===== config.mk =====
export PLATFORM = sky130hd
export DESIGN_NAME = ofps_sequencer
export DESIGN_NICKNAME = d
export VERILOG_FILES = /design/src/hw/rtl/ofps_pkg.sv /design/src/hw/rtl/ofps_ucode_rom.sv /design/src/hw/rtl/ofps_sequencer.sv
export SDC_FILE = /design/constraint.sdc
export NUM_CORES = 1
export LEC_CHECK = 0
export ABC_CLOCK_PERIOD_IN_PS = 3500
export BUFFER_PORTS_ARGS = -buffer_cell sky130_fd_sc_hd__buf_2
export CORE_UTILIZATION = 50
export CTS_CLUSTER_SIZE = 16
export DETAILED_ROUTE_END_ITERATION = 10
export PLACE_DENSITY = 0.82
export SETUP_SLACK_MARGIN = 0.3
export SLEW_MARGIN = 20
export SYNTH_ARGS = -nofsm -noshare
export SYNTH_HDL_FRONTEND = slang
export SYNTH_HIERARCHICAL = 1
export SYNTH_SLANG_ARGS = --single-unit

===== constraint.sdc =====
create_clock -name i_clk -period 3.5 [get_ports i_clk]
set_input_delay 0.875 -clock i_clk [delete_from_list [all_inputs] [get_ports i_clk]]
set_output_delay 0.875 -clock i_clk [all_outputs]
set_load 0.02 [all_outputs]

===== src/hw/rtl/ofps_pkg.sv =====
// shared types and constants for the oled page streamer
// beat structs, phase and step codes, control word and status bundles
// no dependencies
package ofps_pkg;

    localparam logic [2:0] OP_SET_PIXEL = 3'd0;
    localparam logic [2:0] OP_FILL      = 3'd1;
    localparam logic [2:0] OP_FLUSH     = 3'd2;
    localparam logic [2:0] OP_INIT      = 3'd3;
    localparam logic [2:0] OP_TICK      = 3'd4;

    localparam int         INIT_LEN      = 25;
    localparam logic [7:0] HDR_PAGE_BASE = 8'hB0;
    localparam logic [7:0] HDR_COL_LO    = 8'h00;
    localparam logic [7:0] HDR_COL_HI    = 8'h10;
    localparam logic [7:0] FILL_WHITE    = 8'hFF;
    localparam logic [7:0] FILL_BLACK    = 8'h00;

    typedef struct packed {
        logic [2:0] operation;
        logic [7:0] x_coord;
        logic [6:0] y_coord;
        logic       pixel_value;
    } t_in;

    typedef struct packed {
        logic [7:0] spi_byte;
        logic       is_data;
        logic       sequence_end;
    } t_out;

    typedef enum logic [1:0] {
        PH_IDLE,
        PH_INIT,
        PH_HEADER,
        PH_DATA
    } t_phase;

    typedef enum logic [3:0] {
        S_FETCH,
        S_PIX_RD,
        S_PIX_WR,
        S_FILL,
        S_FLUSH,
        S_INIT,
        S_TICK_INIT,
        S_TICK_HDR,
        S_DATA_RD,
        S_DATA_EMIT,
        S_SWEEP
    } t_step;

    typedef enum logic [1:0] {
        AS_PIXEL,
        AS_DATA,
        AS_SWEEP
    } t_addr_sel;

    typedef enum logic [2:0] {
        ACT_NONE,
        ACT_FILL,
        ACT_FLUSH,
        ACT_INIT,
        ACT_EMIT_INIT,
        ACT_EMIT_HDR,
        ACT_EMIT_DATA,
        ACT_SWEEP
    } t_act;

    typedef enum logic [2:0] {
        J_NEXT,
        J_GOTO,
        J_DISPATCH,
        J_INIT_LAST,
        J_SWEEP_LAST
    } t_jmp;

    typedef struct packed {
        logic      in_rdy;
        logic      wait_out;
        logic      mem_rd;
        logic      mem_wr;
        t_addr_sel addr_sel;
        t_act      act;
        t_jmp      jmp;
        t_step     target;
    } t_ctrl;

    typedef struct packed {
        logic       in_acc;
        logic [2:0] op;
        t_phase     phase;
        logic       pix_ok;
        logic       out_free;
        logic       init_last;
        logic       sweep_last;
    } t_status;

    function automatic logic [7:0] init_byte(input logic [4:0] idx);
        logic [7:0] b;
        case (idx)
            5'd0:    b = 8'hAE;
            5'd1:    b = 8'hD5;
            5'd2:    b = 8'h80;
            5'd3:    b = 8'hA8;
            5'd4:    b = 8'h3F;
            5'd5:    b = 8'hD3;
            5'd6:    b = 8'h00;
            5'd7:    b = 8'h40;
            5'd8:    b = 8'h8D;
            5'd9:    b = 8'h14;
            5'd10:   b = 8'h20;
            5'd11:   b = 8'h00;
            5'd12:   b = 8'hA1;
            5'd13:   b = 8'hC8;
            5'd14:   b = 8'hDA;
            5'd15:   b = 8'h12;
            5'd16:   b = 8'h81;
            5'd17:   b = 8'hCF;
            5'd18:   b = 8'hD9;
            5'd19:   b = 8'hF1;
            5'd20:   b = 8'hDB;
            5'd21:   b = 8'h40;
            5'd22:   b = 8'hA4;
            5'd23:   b = 8'hA6;
            5'd24:   b = 8'hAF;
            default: b = 8'hAE;
        endcase
        return b;
    endfunction

endpackage


===== src/hw/rtl/ofps_ucode_rom.sv =====
// microcode table: one control word per sequencer step
// depends on ofps_pkg
module ofps_ucode_rom
    import ofps_pkg::*;
(
    input  t_step i_step,
    output t_ctrl o_ctrl
);

    always_comb begin
        o_ctrl          = '0;
        o_ctrl.addr_sel = AS_PIXEL;
        o_ctrl.act      = ACT_NONE;
        o_ctrl.jmp      = J_GOTO;
        o_ctrl.target   = S_FETCH;
        case (i_step)
            S_FETCH: begin
                o_ctrl.in_rdy = 1'b1;
                o_ctrl.jmp    = J_DISPATCH;
            end
            S_PIX_RD: begin
                o_ctrl.mem_rd   = 1'b1;
                o_ctrl.addr_sel = AS_PIXEL;
                o_ctrl.jmp      = J_NEXT;
            end
            S_PIX_WR: begin
                o_ctrl.mem_wr   = 1'b1;
                o_ctrl.addr_sel = AS_PIXEL;
            end
            S_FILL: begin
                o_ctrl.act    = ACT_FILL;
                o_ctrl.target = S_SWEEP;
            end
            S_FLUSH: begin
                o_ctrl.act = ACT_FLUSH;
            end
            S_INIT: begin
                o_ctrl.act = ACT_INIT;
            end
            S_TICK_INIT: begin
                o_ctrl.wait_out = 1'b1;
                o_ctrl.act      = ACT_EMIT_INIT;
                o_ctrl.jmp      = J_INIT_LAST;
                o_ctrl.target   = S_SWEEP;
            end
            S_TICK_HDR: begin
                o_ctrl.wait_out = 1'b1;
                o_ctrl.act      = ACT_EMIT_HDR;
            end
            S_DATA_RD: begin
                o_ctrl.mem_rd   = 1'b1;
                o_ctrl.addr_sel = AS_DATA;
                o_ctrl.jmp      = J_NEXT;
            end
            S_DATA_EMIT: begin
                o_ctrl.wait_out = 1'b1;
                o_ctrl.act      = ACT_EMIT_DATA;
            end
            S_SWEEP: begin
                o_ctrl.mem_wr   = 1'b1;
                o_ctrl.addr_sel = AS_SWEEP;
                o_ctrl.act      = ACT_SWEEP;
                o_ctrl.jmp      = J_SWEEP_LAST;
                o_ctrl.target   = S_FETCH;
            end
            default: begin
                o_ctrl.target = S_FETCH;
            end
        endcase
    end

endmodule


===== src/hw/rtl/ofps_sequencer.sv =====
// step counter with conditional and dispatch jumps over the microcode table
// depends on ofps_pkg and ofps_ucode_rom
module ofps_sequencer
    import ofps_pkg::*;
(
    input  logic    i_clk,
    input  logic    i_rst_n,
    input  t_status i_status,
    output t_ctrl   o_ctrl
);

    t_step r_step;
    t_step n_step;
    t_step dispatch;
    t_ctrl ctrl;

    ofps_ucode_rom u_rom (
        .i_step (r_step),
        .o_ctrl (ctrl)
    );

    assign o_ctrl = ctrl;

    always_comb begin
        case (i_status.op)
            OP_SET_PIXEL: dispatch = i_status.pix_ok ? S_PIX_RD : S_FETCH;
            OP_FILL:      dispatch = S_FILL;
            OP_FLUSH:     dispatch = (i_status.phase == PH_IDLE) ? S_FLUSH : S_FETCH;
            OP_INIT:      dispatch = (i_status.phase == PH_IDLE) ? S_INIT : S_FETCH;
            OP_TICK: begin
                case (i_status.phase)
                    PH_INIT:   dispatch = S_TICK_INIT;
                    PH_HEADER: dispatch = S_TICK_HDR;
                    PH_DATA:   dispatch = S_DATA_RD;
                    default:   dispatch = S_FETCH;
                endcase
            end
            default:      dispatch = S_FETCH;
        endcase
    end

    always_comb begin
        n_step = r_step;
        if (!(ctrl.wait_out && !i_status.out_free)) begin
            case (ctrl.jmp)
                J_NEXT:       n_step = t_step'(r_step + 4'd1);
                J_GOTO:       n_step = ctrl.target;
                J_DISPATCH:   n_step = i_status.in_acc ? dispatch : r_step;
                J_INIT_LAST:  n_step = i_status.init_last ? ctrl.target : S_FETCH;
                J_SWEEP_LAST: n_step = i_status.sweep_last ? ctrl.target : r_step;
                default:      n_step = S_FETCH;
            endcase
        end
    end

    // reset enters the clearing pass
    always_ff @(posedge i_clk) begin
        if (!i_rst_n) begin
            r_step <= S_SWEEP;
        end else begin
            r_step <= n_step;
        end
    end

endmodule


==> results summary, run 1 <==
Timing would allow up to 358.5 MHz. The fraction of final layout cells with drive strength greater than 1 came out at 32.80%. TritonCTS built the clock tree. The top-area cell type share of the netlist area came out at 9.907%. Row generation in the floorplan step produced 14 rows. The layout overhead on the synthesized area is 11.61%. After clock tree synthesis, the repair step resized 0 gates.

The library cells used most frequently in the layout, excluding fill and tap cells, are 25 x sky130_fd_sc_hd__buf_2, 10 x sky130_fd_sc_hd__inv_1, 8 x sky130_fd_sc_hd__nor2_1. The worst setup path is launched from a flop. Hold repair after CTS inserted 0 buffers. The number of different library cells used by synthesis comes to 41. The largest total area in the synthesized netlist belongs to sky130_fd_sc_hd__dfxtp_1. The setup TNS came out at 0 ps. The critical path arrival came out at 1910 ps. The count of buffers added by post-CTS timing repair for setup is 0. The placer congestion estimate came out at 0.8472.

The sequential-to-total area share from yosys stat came out at 9.907%. The number of flip-flops under the largest register name is 4. The count of nets left with antenna violations once routing finished came out at 0. The routed design has 1.725 mm of wire. The tree is rooted in a sky130_fd_sc_hd__clkbuf_4. The final clock skew is 0.8707 ps.

The number of flip-flops and latches in the synthesized netlist came out at 4. The overall die height is 42.21 um. The port buffer count is 25. The tool flagged a number of max-cap violations equal to 0.

The number of vias per cell is 5.596. The detailed-placement wirelength estimate is 1.316 mm. More flip-flops sit in one register than any other, and that register is r_step. At the end of the flow, the number of nets in the layout was 143. The insertion delay to the later sink of the worst-skew pair came out at 240 ps. The final-report max-slew violation count came to 0.

The number of antenna cells inserted is 0. The post-route total power came out at 0.9281 mW. The initial utilization of the core area, before any placement, comes to 53.65%. The area of the die came out at 1781 um^2.

The number of standard cells after synthesis came out at 105. Headroom to the max-slew limit came out at 60.86%. The filler cells instantiated in the layout total 155. The number of antenna violations at the first check in global routing is 0.

The total count of hold-check failures in the final report came out at 0. In the global route stage, overall resource usage came out at 19.82%. Leaving out fill and tap cells, the most frequent cell in the layout is sky130_fd_sc_hd__buf_2. The remaining design rule violation count came out at 0. The maximum number of pins on one net before global-route repair came out at 18. The dominant synthesized flop cell is sky130_fd_sc_hd__dfxtp_1. The run finished with clean final reports. The number of sinks handled by clock tree synthesis came out at 4.

The power per standard cell area came out at 1029 nW/um^2. The area of the core region is 1506 um^2. Setup repair after global routing left no endpoint under its margin. The data required time at the worst endpoint came out at 2620 ps.

The average size of a mapped cell came out at 7.698 um^2. The number of optimization iterations in the first detailed-route pass came out at 4. After clock tree synthesis, the clock-pin slew on the worst setup and hold paths is 40 ps. The count of endpoints failing setup in the final report came out at 0. In the final layout, the registers with the most flip-flops are r_step (4). IR analysis of the VDD net gives a maximum drop of 420.6 uV. The chip width came out at 42.21 um. Dividing the detail-routed wire length by the instance count gives 12.23 um. The share of flip-flops with an asynchronous set or reset came out at 0%. The time the final worst path needs with I/O delays and setup is 2789 ps. The number of enable-type register cells in the synthesized netlist came out at 0. The total via count after detailed routing is 789.

The wire length of the first global-routing pass came out at 2.808 mm. In this run the number of H-tree levels came out at 1. The number of warnings reported in the yosys synthesis log came out at 6. For this block, the initial DRC count from the detailed router was 23. The critical path in this run is classified as flop to primary output. The kind of path behind the tightest hold check is flop to flop. The worst setup path is captured at a primary output.

Clock tree synthesis inserted a total of 3 buffers. The largest fanout on the critical path came out at 17. The deepest clock path buffer count came out at 2.

Pin placement for this block handled 28 I/O pins. The synthesized cell area came out at 808.3 um^2. In the post-synthesis netlist, the biggest area contributors are sky130_fd_sc_hd__dfxtp_1 9.9%, sky130_fd_sc_hd__ha_1 6.2%, sky130_fd_sc_hd__buf_6 5.6%.

The final worst-path cycle share is 79.69%. The remaining global-route overflow came out at 0. The slew at the pin with the worst max-slew slack is 586.3 ps. The static power due to leakage is 0.4325 nW. The number of global-route vias before repair was 650.
==> critical path, cell delays in order (launching register included) <==
cell	delay, ps
sky130_fd_sc_hd__dfxtp_1	680
sky130_fd_sc_hd__nor2b_1	240
sky130_fd_sc_hd__a211o_1	480
sky130_fd_sc_hd__buf_2	270
==> layout make-up <==
cell class	count	area [um^2]	area share [%]
clock buffer	3	22.52	2.497
inverter	10	37.54	4.161
multi-input combinational	81	601.8	66.71
sequential	4	80.08	8.877
tap	16	20.02	2.219
timing repair buffer	27	140.1	15.53
==> synthesized netlist by cell type, drive strengths merged (2+ instances only) <==
cell,instances
o22ai,4
inv,10
nor2b,5
xor2,3
buf,11
nand3,4
o32ai,2
dfxtp,4
xnor2,4
nor4,2
a221oi,3
nor3b,3
nand3b,2
o31ai,2
nor2,8
nor3,6
o21ai,4
ha,4
o221ai,2
nand2b,3
nand2,7
==> through the flow <==
stage	instances	instance area [um^2]	setup slack [ps]	utilization (%)	hold slack, ps
after floorplan	106	812.0	1315	-	495.3
after global placement	138	879.6	1074	58.39	679.6
after detailed placement	138	879.6	976.9	58.39	680.7
after CTS	141	902.1	709.7	59.88	694.7
after global routing	141	902.1	559.1	59.88	750.4
final	141	902.1	710.8	59.88	689.7
==> logic make-up (layout without fill, tap and decap cells) <==
| kind of cell | count (synthesis) | count (layout) | share of synthesized area (%) |
|---|---|---|---|
| buffers and inverters | 21 | 40 | 16.10 |
| AND/OR/NAND/NOR | 43 | 43 | 30.96 |
| multiplexers | 1 | 1 | 1.238 |
| flip-flops | 4 | 4 | 9.908 |
| other | 1 | 2 | 0.4640 |
| adder cells (fa/ha/maj) | 4 | 4 | 6.192 |
| AO/OA/AOI/OAI | 24 | 24 | 25.70 |
| XOR/XNOR | 7 | 7 | 9.444 |
==> report_power, final <==
group,leakage (nW),internal (mW),switching (mW)
Sequential,0.0333,0.0655,0.0758
Combinational,0.385,0.312,0.416
Clock,0.0138,0.0385,0.0208
==> final timing paths <==
check | end | slack (ps) | start | cells past startpoint
worst max-delay path | o_ctrl[4] | 710 | r_step[1] | 3
worst min-delay path | r_step[0] | 690 | r_step[0] | 2
worst max register to register | r_step[1] | 1160 | r_step[1] | 6
worst min register to register | r_step[0] | 690 | r_step[0] | 2
==> metal layers <==
metal	up-vias	track usage (%)	routed length, um
met4	0	1.875	0
met1	343	26.46	780
met2	35	32.92	830
li1	411	-	-
met3	0	5.603	113
met5	-	0	0
Note: power is estimated with default switching activity, not from simulation.
==> run 2: changes to the inputs <==
--- a/config.mk
+++ b/config.mk
@@ -5,12 +5,13 @@
 export SDC_FILE = /design/constraint.sdc
 export NUM_CORES = 1
 export LEC_CHECK = 0
-export ABC_CLOCK_PERIOD_IN_PS = 3500
+export ABC_AREA = 1
+export ABC_CLOCK_PERIOD_IN_PS = 2650
 export BUFFER_PORTS_ARGS = -buffer_cell sky130_fd_sc_hd__buf_2
-export CORE_UTILIZATION = 50
+export CORE_UTILIZATION = 46
 export CTS_CLUSTER_SIZE = 16
 export DETAILED_ROUTE_END_ITERATION = 10
-export PLACE_DENSITY = 0.82
+export PLACE_DENSITY = 0.8
 export SETUP_SLACK_MARGIN = 0.3
 export SLEW_MARGIN = 20
 export SYNTH_ARGS = -nofsm -noshare
==> constraint.sdc (replaced) <==
create_clock -name i_clk -period 2.65 [get_ports i_clk]
set_input_delay 0.6625 -clock i_clk [delete_from_list [all_inputs] [get_ports i_clk]]
set_output_delay 0.6625 -clock i_clk [all_outputs]
set_load 0.02 [all_outputs]
==> run 2 against run 1 <==
Sequential power grew 22%. Design area shrank 12%. Setup slack lost 190 ps. Combinational power grew 22%. Cell count grew 14%. Register-to-register slack lost 400 ps. Worst hold slack lost 87 ps. Clock skew grew 3.0 ps. Clock power grew 23%. Critical path type unchanged. Largest power group unchanged.
==> results summary, run 2 <==
The share of the core filled with cells came to 60.21% (+0.33 points). sky130_fd_sc_hd__nand2_1 is the most common cell in the netlist. The final clock skew is 3.825 ps (+2.954 ps). The initial standard-cell utilization of the core came to 49.57% (-4.1 points). The switching power as a share of total power is 61.51% (+6.3 points).

The post-layout worst setup margin is 523.9 ps (-186.9 ps). The number of nets in the layout was 164 (+15%). The deepest clock path buffer count is 2 (unchanged). The worst setup slack after placement came out at 789.9 ps (-187.0 ps).

The number of placement rows is 13 (-1). The largest registers in the layout are r_step (4). The detailed-route wire length came to 1.431 mm (-17%). The internal power of the cells is 0.4368 mW (+5.0%). The insertion delay to the later sink of the worst-skew pair is 230 ps (about the same). The number of levels in the clock H-tree came out at 1 (unchanged).

After synthesis, the cell types taking the most area are sky130_fd_sc_hd__nand2_1 21%, sky130_fd_sc_hd__nand3_1 13%, sky130_fd_sc_hd__dfxtp_1 12%. The number of enable-type register cells in the synthesized netlist came to 0 (unchanged). The cell sitting at the root of the clock tree is a sky130_fd_sc_hd__clkbuf_4.

The clock slew seen by the registers of the worst setup and hold paths is 40 ps (about the same). Sorting the synthesized cells by how often they occur yields 37 x sky130_fd_sc_hd__nand2_1, 20 x sky130_fd_sc_hd__inv_1, 17 x sky130_fd_sc_hd__nand3_1. The area share of fa/ha/maj cells after synthesis came to 7.663% (+1.5 points). The library cell used most frequently in the layout, excluding fill and tap cells, is sky130_fd_sc_hd__nand2_1. The synthesized design spends more area on one cell type than any other, namely sky130_fd_sc_hd__nand2_1. The final critical path takes up 80.23% of the cycle.

The share of flip-flops with an asynchronous set or reset is 0% (unchanged). The sequential-to-total area share from yosys stat was 12.26% (+2.4 points). Traced cell by cell, the critical path runs through nor2_1, nand2_1, nand2_1, inv_1, buf_2.

The number of warnings reported in the yosys synthesis log is 6 (unchanged). The switching component of the power is 0.6980 mW (+36%). The setup TNS is 0 ps (unchanged). The fraction of final layout cells with drive strength greater than 1 is 26.71% (-6.1 points). The routed design could run at a clock period as short as 2126 ps. The flow ran to the end, and the final reports show no timing, DRC or antenna violations. The met2 usage is 36.89% (+4.0 points).

The top-area cell type share of the netlist area came out at 21.26% (+11 points). The top achievable clock speed came out at 470.3 MHz. The number of antenna cells inserted came out at 0 (unchanged). The post-route total power is 1.135 mW (+22%). The layout overhead on the synthesized area came out at 21.46%.

The average detailed-routed wire length per instance came out at 8.888 um (-27%). The static power due to leakage is 0.5086 nW (+18%). The critical path arrival is 1460 ps (-450 ps). The antenna violation net count after detailed routing is 0 (unchanged). For this run, the leading register cell type out of synthesis is sky130_fd_sc_hd__dfxtp_1.

The remaining design rule violation count is 0 (unchanged). The largest family of logic cells by synthesized area is simple AND/OR/NAND/NOR gates. The overall die height is 39.68 um (-6.0%). The area of the core region came out at 1318 um^2 (-13%). The number of vias per cell came out at 4.882 (-13%). The portion of total power attributed to sequential cells is 15.2% (about the same). In the layout the commonest cells are 37 x sky130_fd_sc_hd__nand2_1, 25 x sky130_fd_sc_hd__buf_2, 20 x sky130_fd_sc_hd__inv_1.

The share of synthesized cell area in and, or, nand and nor gates is 52.11% (+21 points). TritonCTS built the clock tree. More flip-flops sit in one register than any other, and that register is r_step. The number of library cell types mapped by synthesis came out at 20 (-51%). The complex-gate fraction of the synthesized area was 9.387% (-16 points). After global routing, the most crowded layer is met2. The remaining global-route overflow is 0 (unchanged). The startpoint class of the critical path is a flop. The power per standard cell area came out at 1431 nW/um^2 (+39%). The placer congestion estimate came out at 0.8291 (-2.1%). The worst setup path is of the flop to primary output kind. The total via count after detailed routing is 786 (-0.38%). The wire length of the first global-routing pass came out at 2.159 mm (-23%). The data required time at the worst endpoint is 1990 ps (-630 ps). The area of the die was 1575 um^2 (-12%). The largest fanout on the critical path is 14 (-3). The maximum number of pins on one net before global-route repair came out at 15 (-3). The final-report max-slew violation count came to 0 (unchanged).

The synthesized-area fraction occupied by xor and xnor cells came out at 1.341% (-8.1 points). Broken down by cell family, the worst path's largest delay share belongs to flip-flops. The number of primary I/O pins is 28 (unchanged).

The number of instances resized during post-cts repair came out at 0 (unchanged). The number of optimization iterations in the first detailed-route pass is 4 (unchanged). The part of the total power dissipated in combinational logic came out at 78.4% (about the same). The average size of a mapped cell came to 5.398 um^2 (-30%). The count of endpoints failing setup in the final report was 0 (unchanged).

The chip width is 39.68 um (-6.0%). STA classifies the critical path endpoint as a primary output. The met1 global-route usage came out at 22.74% (-3.7 points).

The total placed cells including tap cells is 158 (+14%). The worst stage delay on the critical path came out at 590 ps (-90 ps). The port buffer count came out at 25 (unchanged).

The synthesized cell area came to 653.1 um^2 (-19%). The maximum vdd drop is 506.9 uV (+20%). The hold buffer count at cts came out at 0 (unchanged). The largest individual stage delay along the critical path comes from the cell sky130_fd_sc_hd__dfxtp_1. The overall routing resource usage is 19.65% (-0.17 points). The path class of the tightest hold or removal check is flop to flop. Setup repair after global routing left no endpoint under its margin. The number of standard cells in the layout, taps in and fillers out is 161 (+14%). The met3 layer usage reported by global route is 3.977% (-1.6 points). The violation count after the first detailed-routing iteration is 11 (-52%).

The total count of hold-check failures in the final report came out at 0 (unchanged). The detailed-placement wirelength estimate came out at 1.163 mm (-12%). The critical path buffer and inverter count is 2 (+1). The total of max-cap violations came out at 0 (unchanged). The number of sinks handled by clock tree synthesis is 4 (unchanged). The number of flip-flops under the largest register name is 4 (unchanged). The number of flip-flops and latches in the synthesized netlist is 4 (unchanged). The number of antenna violations at the first check in global routing came out at 0 (unchanged).

Among the stages of the critical path, the cell type that occurs most often is sky130_fd_sc_hd__nand2_1. The number of buffers inserted during clock tree synthesis is 3 (unchanged). The number of global-route vias before repair came out at 584 (-10%). The clock network fraction of total power came to 6.5% (about the same). The number of standard cells after synthesis is 121 (+15%).

The count of buffers added by post-CTS timing repair for setup is 0 (unchanged). The fraction of synthesized area in multiplexers came out at 0% (-1.2 points).
==> run 2: worst reg2reg max path: stages (launching register included) <==
cell and delay (ps):
sky130_fd_sc_hd__dfxtp_1 500, sky130_fd_sc_hd__inv_1 100, sky130_fd_sc_hd__nor2_2 140, sky130_fd_sc_hd__nand3_1 110, sky130_fd_sc_hd__nand2_1 160, sky130_fd_sc_hd__nor3b_2 320, sky130_fd_sc_hd__nand2_1 110, sky130_fd_sc_hd__nand3_2 120
sky130_fd_sc_hd__inv_1 80, sky130_fd_sc_hd__nand2_1 90, sky130_fd_sc_hd__a21oi_2 50
==> run 2: logic make-up (layout without fill, tap and decap cells) <==
| group | Yosys count | count (layout) |
|---|---|---|
| compound gates | 10 | 10 |
| fa+ha+maj | 4 | 4 |
| simple gates | 76 | 76 |
| buf+inv | 25 | 49 |
| xor+xnor | 1 | 1 |
| flops | 4 | 4 |
| other cells | 1 | 2 |
==> run 2: final cells by class <==
type	count	area (um^2)
repair buffers	25	125.1
clock buffers	3	22.52
fillers	133	524.3
multi-input cells	93	467.9
flip-flops and latches	4	80.08
well taps	15	18.77
inverters	21	78.83
==> run 2: per-stage QoR <==
stage / cell area, um^2 / hold WS, ps
floorplan: 656.9 / 511.2
global placement: 770.7 / 595.5
detailed placement: 770.7 / 585.5
CTS: 793.3 / 599.2
global route: 793.3 / 643.3
finish: 793.3 / 602.4
==> run 2: path summary, 6_finish.rpt <==
kind | from | end | slack (ps) | cells past startpoint
max | r_step[1] | o_ctrl[4] | 520 | 5
min | r_step[2] | r_step[2] | 600 | 2
max reg2reg | r_step[2] | r_step[0] | 760 | 10
min reg2reg | r_step[2] | r_step[2] | 600 | 2
==> run 2: routing by layer <==
metal	vias to the layer above	wire [um]
met5	-	0
met4	0	0
met3	0	66
met2	22	690
met1	339	674
li1	425	-
==> run 2: power by group through the flow <==
stage                     registers, mW  logic [mW]  clock network, mW
after global placement            0.171       0.875                  0
final                             0.172       0.889             0.0732
after CTS                         0.170       0.888             0.0755
after detailed placement          0.171       0.886                  0
after floorplan                   0.141       0.703                  0
after global routing              0.181        1.00             0.0818
==> run 3: changes to the inputs <==
--- a/config.mk
+++ b/config.mk
@@ -6,7 +6,7 @@
 export NUM_CORES = 1
 export LEC_CHECK = 0
 export ABC_AREA = 1
-export ABC_CLOCK_PERIOD_IN_PS = 2650
+export ABC_CLOCK_PERIOD_IN_PS = 2200
 export BUFFER_PORTS_ARGS = -buffer_cell sky130_fd_sc_hd__buf_2
 export CORE_UTILIZATION = 46
 export CTS_CLUSTER_SIZE = 16
==> constraint.sdc (replaced) <==
create_clock -name i_clk -period 2.2 [get_ports i_clk]
set_input_delay 0.55 -clock i_clk [delete_from_list [all_inputs] [get_ports i_clk]]
set_output_delay 0.55 -clock i_clk [all_outputs]
set_load 0.02 [all_outputs]
==> run 3 against run 2 <==
Critical endpoint is now o_ctrl[6]. Clock skew down 1.0 ps. Wire length up 7.1%. Critical path depth down 1. Sequential cell count unchanged. Cell count up 1.2%. Global-route usage up 0.79 points. Setup slack worse by 130 ps. Power up 27%. Largest cell class unchanged. Sequential share of layout area up 0.53 points. Design area up 3.9%. Worst hold slack worse by 65 ps.
==> results summary, run 3 (same netlist as run 2, synthesis figures left out) <==
The area of the die is 1575 um^2 (unchanged). The number of flip-flops under the largest register name is 4 (unchanged). The number of antenna cells inserted is 0 (unchanged). The number of cells on the worst hold path is 2 (unchanged). The average detailed-routed wire length per instance came out at 9.399 um (+5.7%). The number of primary I/O pins is 28 (unchanged). Leaving out fill and tap cells, the most frequent cell in the layout is sky130_fd_sc_hd__nand2_1.

The worst setup slack after placement is 369.1 ps (-420.8 ps). The placer congestion estimate came out at 0.8168 (-1.5%). The worst setup path is of the flop to primary output kind. The hold buffer count at cts came out at 0 (unchanged). The maximum vdd drop is 748.8 uV (+48%). The number of vias per cell came out at 5.006 (+2.5%).

The post-layout worst setup margin was 396.7 ps (-127.2 ps). TritonCTS built the clock tree. In the final layout, the registers with the most flip-flops are r_step (4). The reg-to-reg setup timing slack came to 490 ps (-270 ps).

The overall die height was 39.68 um (unchanged). The path with the worst hold slack has its endpoint at r_step[2]. Counting I/O delays and the setup requirement, the final critical path takes 1803 ps.

The static power due to leakage came out at 0.5177 nW (+1.8%). The initial standard-cell utilization of the core is 49.57% (unchanged). The number of sinks handled by clock tree synthesis is 4 (unchanged). The overall routing resource usage came to 20.44% (+0.79 points).

The number of placement rows came to 13 (unchanged). For this run, the top clock speed supported by timing is 554.5 MHz. The origin of the critical flop-to-flop path is r_step[2].

The detailed-placement wirelength estimate came out at 1.233 mm (+6.0%). The area of the core region is 1318 um^2 (unchanged). The final clock skew came out at 2.785 ps (-1.040 ps). The final-report max-slew violation count came out at 0 (unchanged). The chip width is 39.68 um (unchanged).

The number of optimization iterations in the first detailed-route pass is 4 (unchanged). The data required time at the worst endpoint came to 1650 ps (-340 ps). The number of antenna violations at the first check in global routing came out at 0 (unchanged). The count of endpoints failing setup in the final report was 0 (unchanged). The maximum number of pins on one net before global-route repair came out at 11 (-4).

The critical path arrival is 1250 ps (-210 ps). The number of global-route vias before repair is 610 (+4.5%). The number of levels in the clock H-tree came out at 1 (unchanged). The deepest clock path buffer count is 2 (unchanged). The final worst-path cycle share is 81.97%. The wire length of the first global-routing pass was 2.283 mm (+5.7%). The antenna violation net count after detailed routing is 0 (unchanged).

The startpoint identified for the worst hold timing path is r_step[2]. The total of max-cap violations is 0 (unchanged). The fraction of final layout cells with drive strength greater than 1 is 32.43% (+5.7 points). The run finished with clean final reports. The top cell types in the final layout, fill and taps aside, are 36 x sky130_fd_sc_hd__nand2_1, 25 x sky130_fd_sc_hd__buf_2, 18 x sky130_fd_sc_hd__inv_1.

The length in cells of the worst reg-to-reg path is 11 (+1). The min-delay analysis places its worst path in the category flop to flop. The register with the highest flop count is r_step. The detailed-route wire length is 1.532 mm (+7.1%). The layout overhead on the synthesized area is 26.25%. The power per standard cell area came out at 1752 nW/um^2 (+22%). Setup repair after global routing left no endpoint under its margin. The worst reg2reg path endpoint is r_step[0]. The violation count after the first detailed-routing iteration came to 18 (+7). The setup TNS is 0 ps (unchanged). The remaining global-route overflow came out at 0 (unchanged). The count of filler cells inserted in the layout is 131 (-1.5%). The insertion delay to the later sink of the worst-skew pair was 230 ps (about the same). The port buffer count came out at 25 (unchanged). The number of nets in the layout was 166 (+1.2%). The remaining design rule violation count came out at 0 (unchanged). STA classifies the critical path endpoint as a primary output.

The tree is rooted in a sky130_fd_sc_hd__clkbuf_4. The clock slew seen by the registers of the worst setup and hold paths is 30 ps (about the same). The largest fanout on the critical path came to 9 (-5).

The number of buffers inserted during clock tree synthesis came out at 3 (unchanged). The startpoint class of the critical path is a flop. The total count of hold-check failures in the final report came out at 0 (unchanged). The total via count after detailed routing was 816 (+3.8%).
==> run 3: worst max-delay path by stage <==
stage,start,end,slack (ps),cells past startpoint
global route,r_step[2],o_ctrl[1],300,5
CTS,r_step[1],o_ctrl[4],340,5
detailed placement,r_step[2],r_step[2],370,10
finish,r_step[2],o_ctrl[6],400,4
floorplan,r_step[2],r_step[0],430,10
global placement,r_step[2],r_step[0],460,10
==> run 3: worst max-delay path, stage by stage (launching register included) <==
cell,delay [ps]
sky130_fd_sc_hd__dfxtp_4,370
sky130_fd_sc_hd__nor2_2,200
sky130_fd_sc_hd__nand3_1,170
sky130_fd_sc_hd__inv_2,130
sky130_fd_sc_hd__buf_2,170
==> run 3: per-stage QoR <==
stage	power (mW)	hold slack, ps	utilization, %	cell area [um^2]	instances
2_1_floorplan	1.017	511.2	-	656.9	122
5_1_grt	1.617	561.4	62.58	824.5	163
6_report	1.444	537.4	62.58	824.5	163
3_5_place_dp	1.287	603.7	59.07	778.2	159
4_1_cts	1.388	543.2	60.97	803.3	162
3_3_place_gp	1.274	593.5	59.07	778.2	159
==> run 3: repair_timing <==
item | in CTS | in global routing
setup endpoints to repair | 5 | 11
setup buffers | 0 | 1
gates resized for setup | 3 | 6
==> run 3: layout make-up <==
class	instances	area, um^2	area share (%)
clock buffer	3	22.52	2.731
multi-input combinational	93	476.7	57.81
inverter	21	78.83	9.560
timing repair buffer	27	140.1	17.00
sequential	4	87.58	10.62
tap	15	18.77	2.276
==> run 3: metal layers <==
metal | vias up | track usage, % | wire (um)
met5 | - | 0 | 0
met4 | 0 | 2.586 | 0
met3 | 0 | 3.409 | 96
met2 | 31 | 38.93 | 722
met1 | 352 | 23.67 | 714
li1 | 433 | - | -
==> run 3: where the power goes <==
group	leakage, nW	internal (mW)	switching (mW)
registers	0.0341	0.123	0.0880
logic	0.470	0.394	0.752
clock network	0.0138	0.0608	0.0263
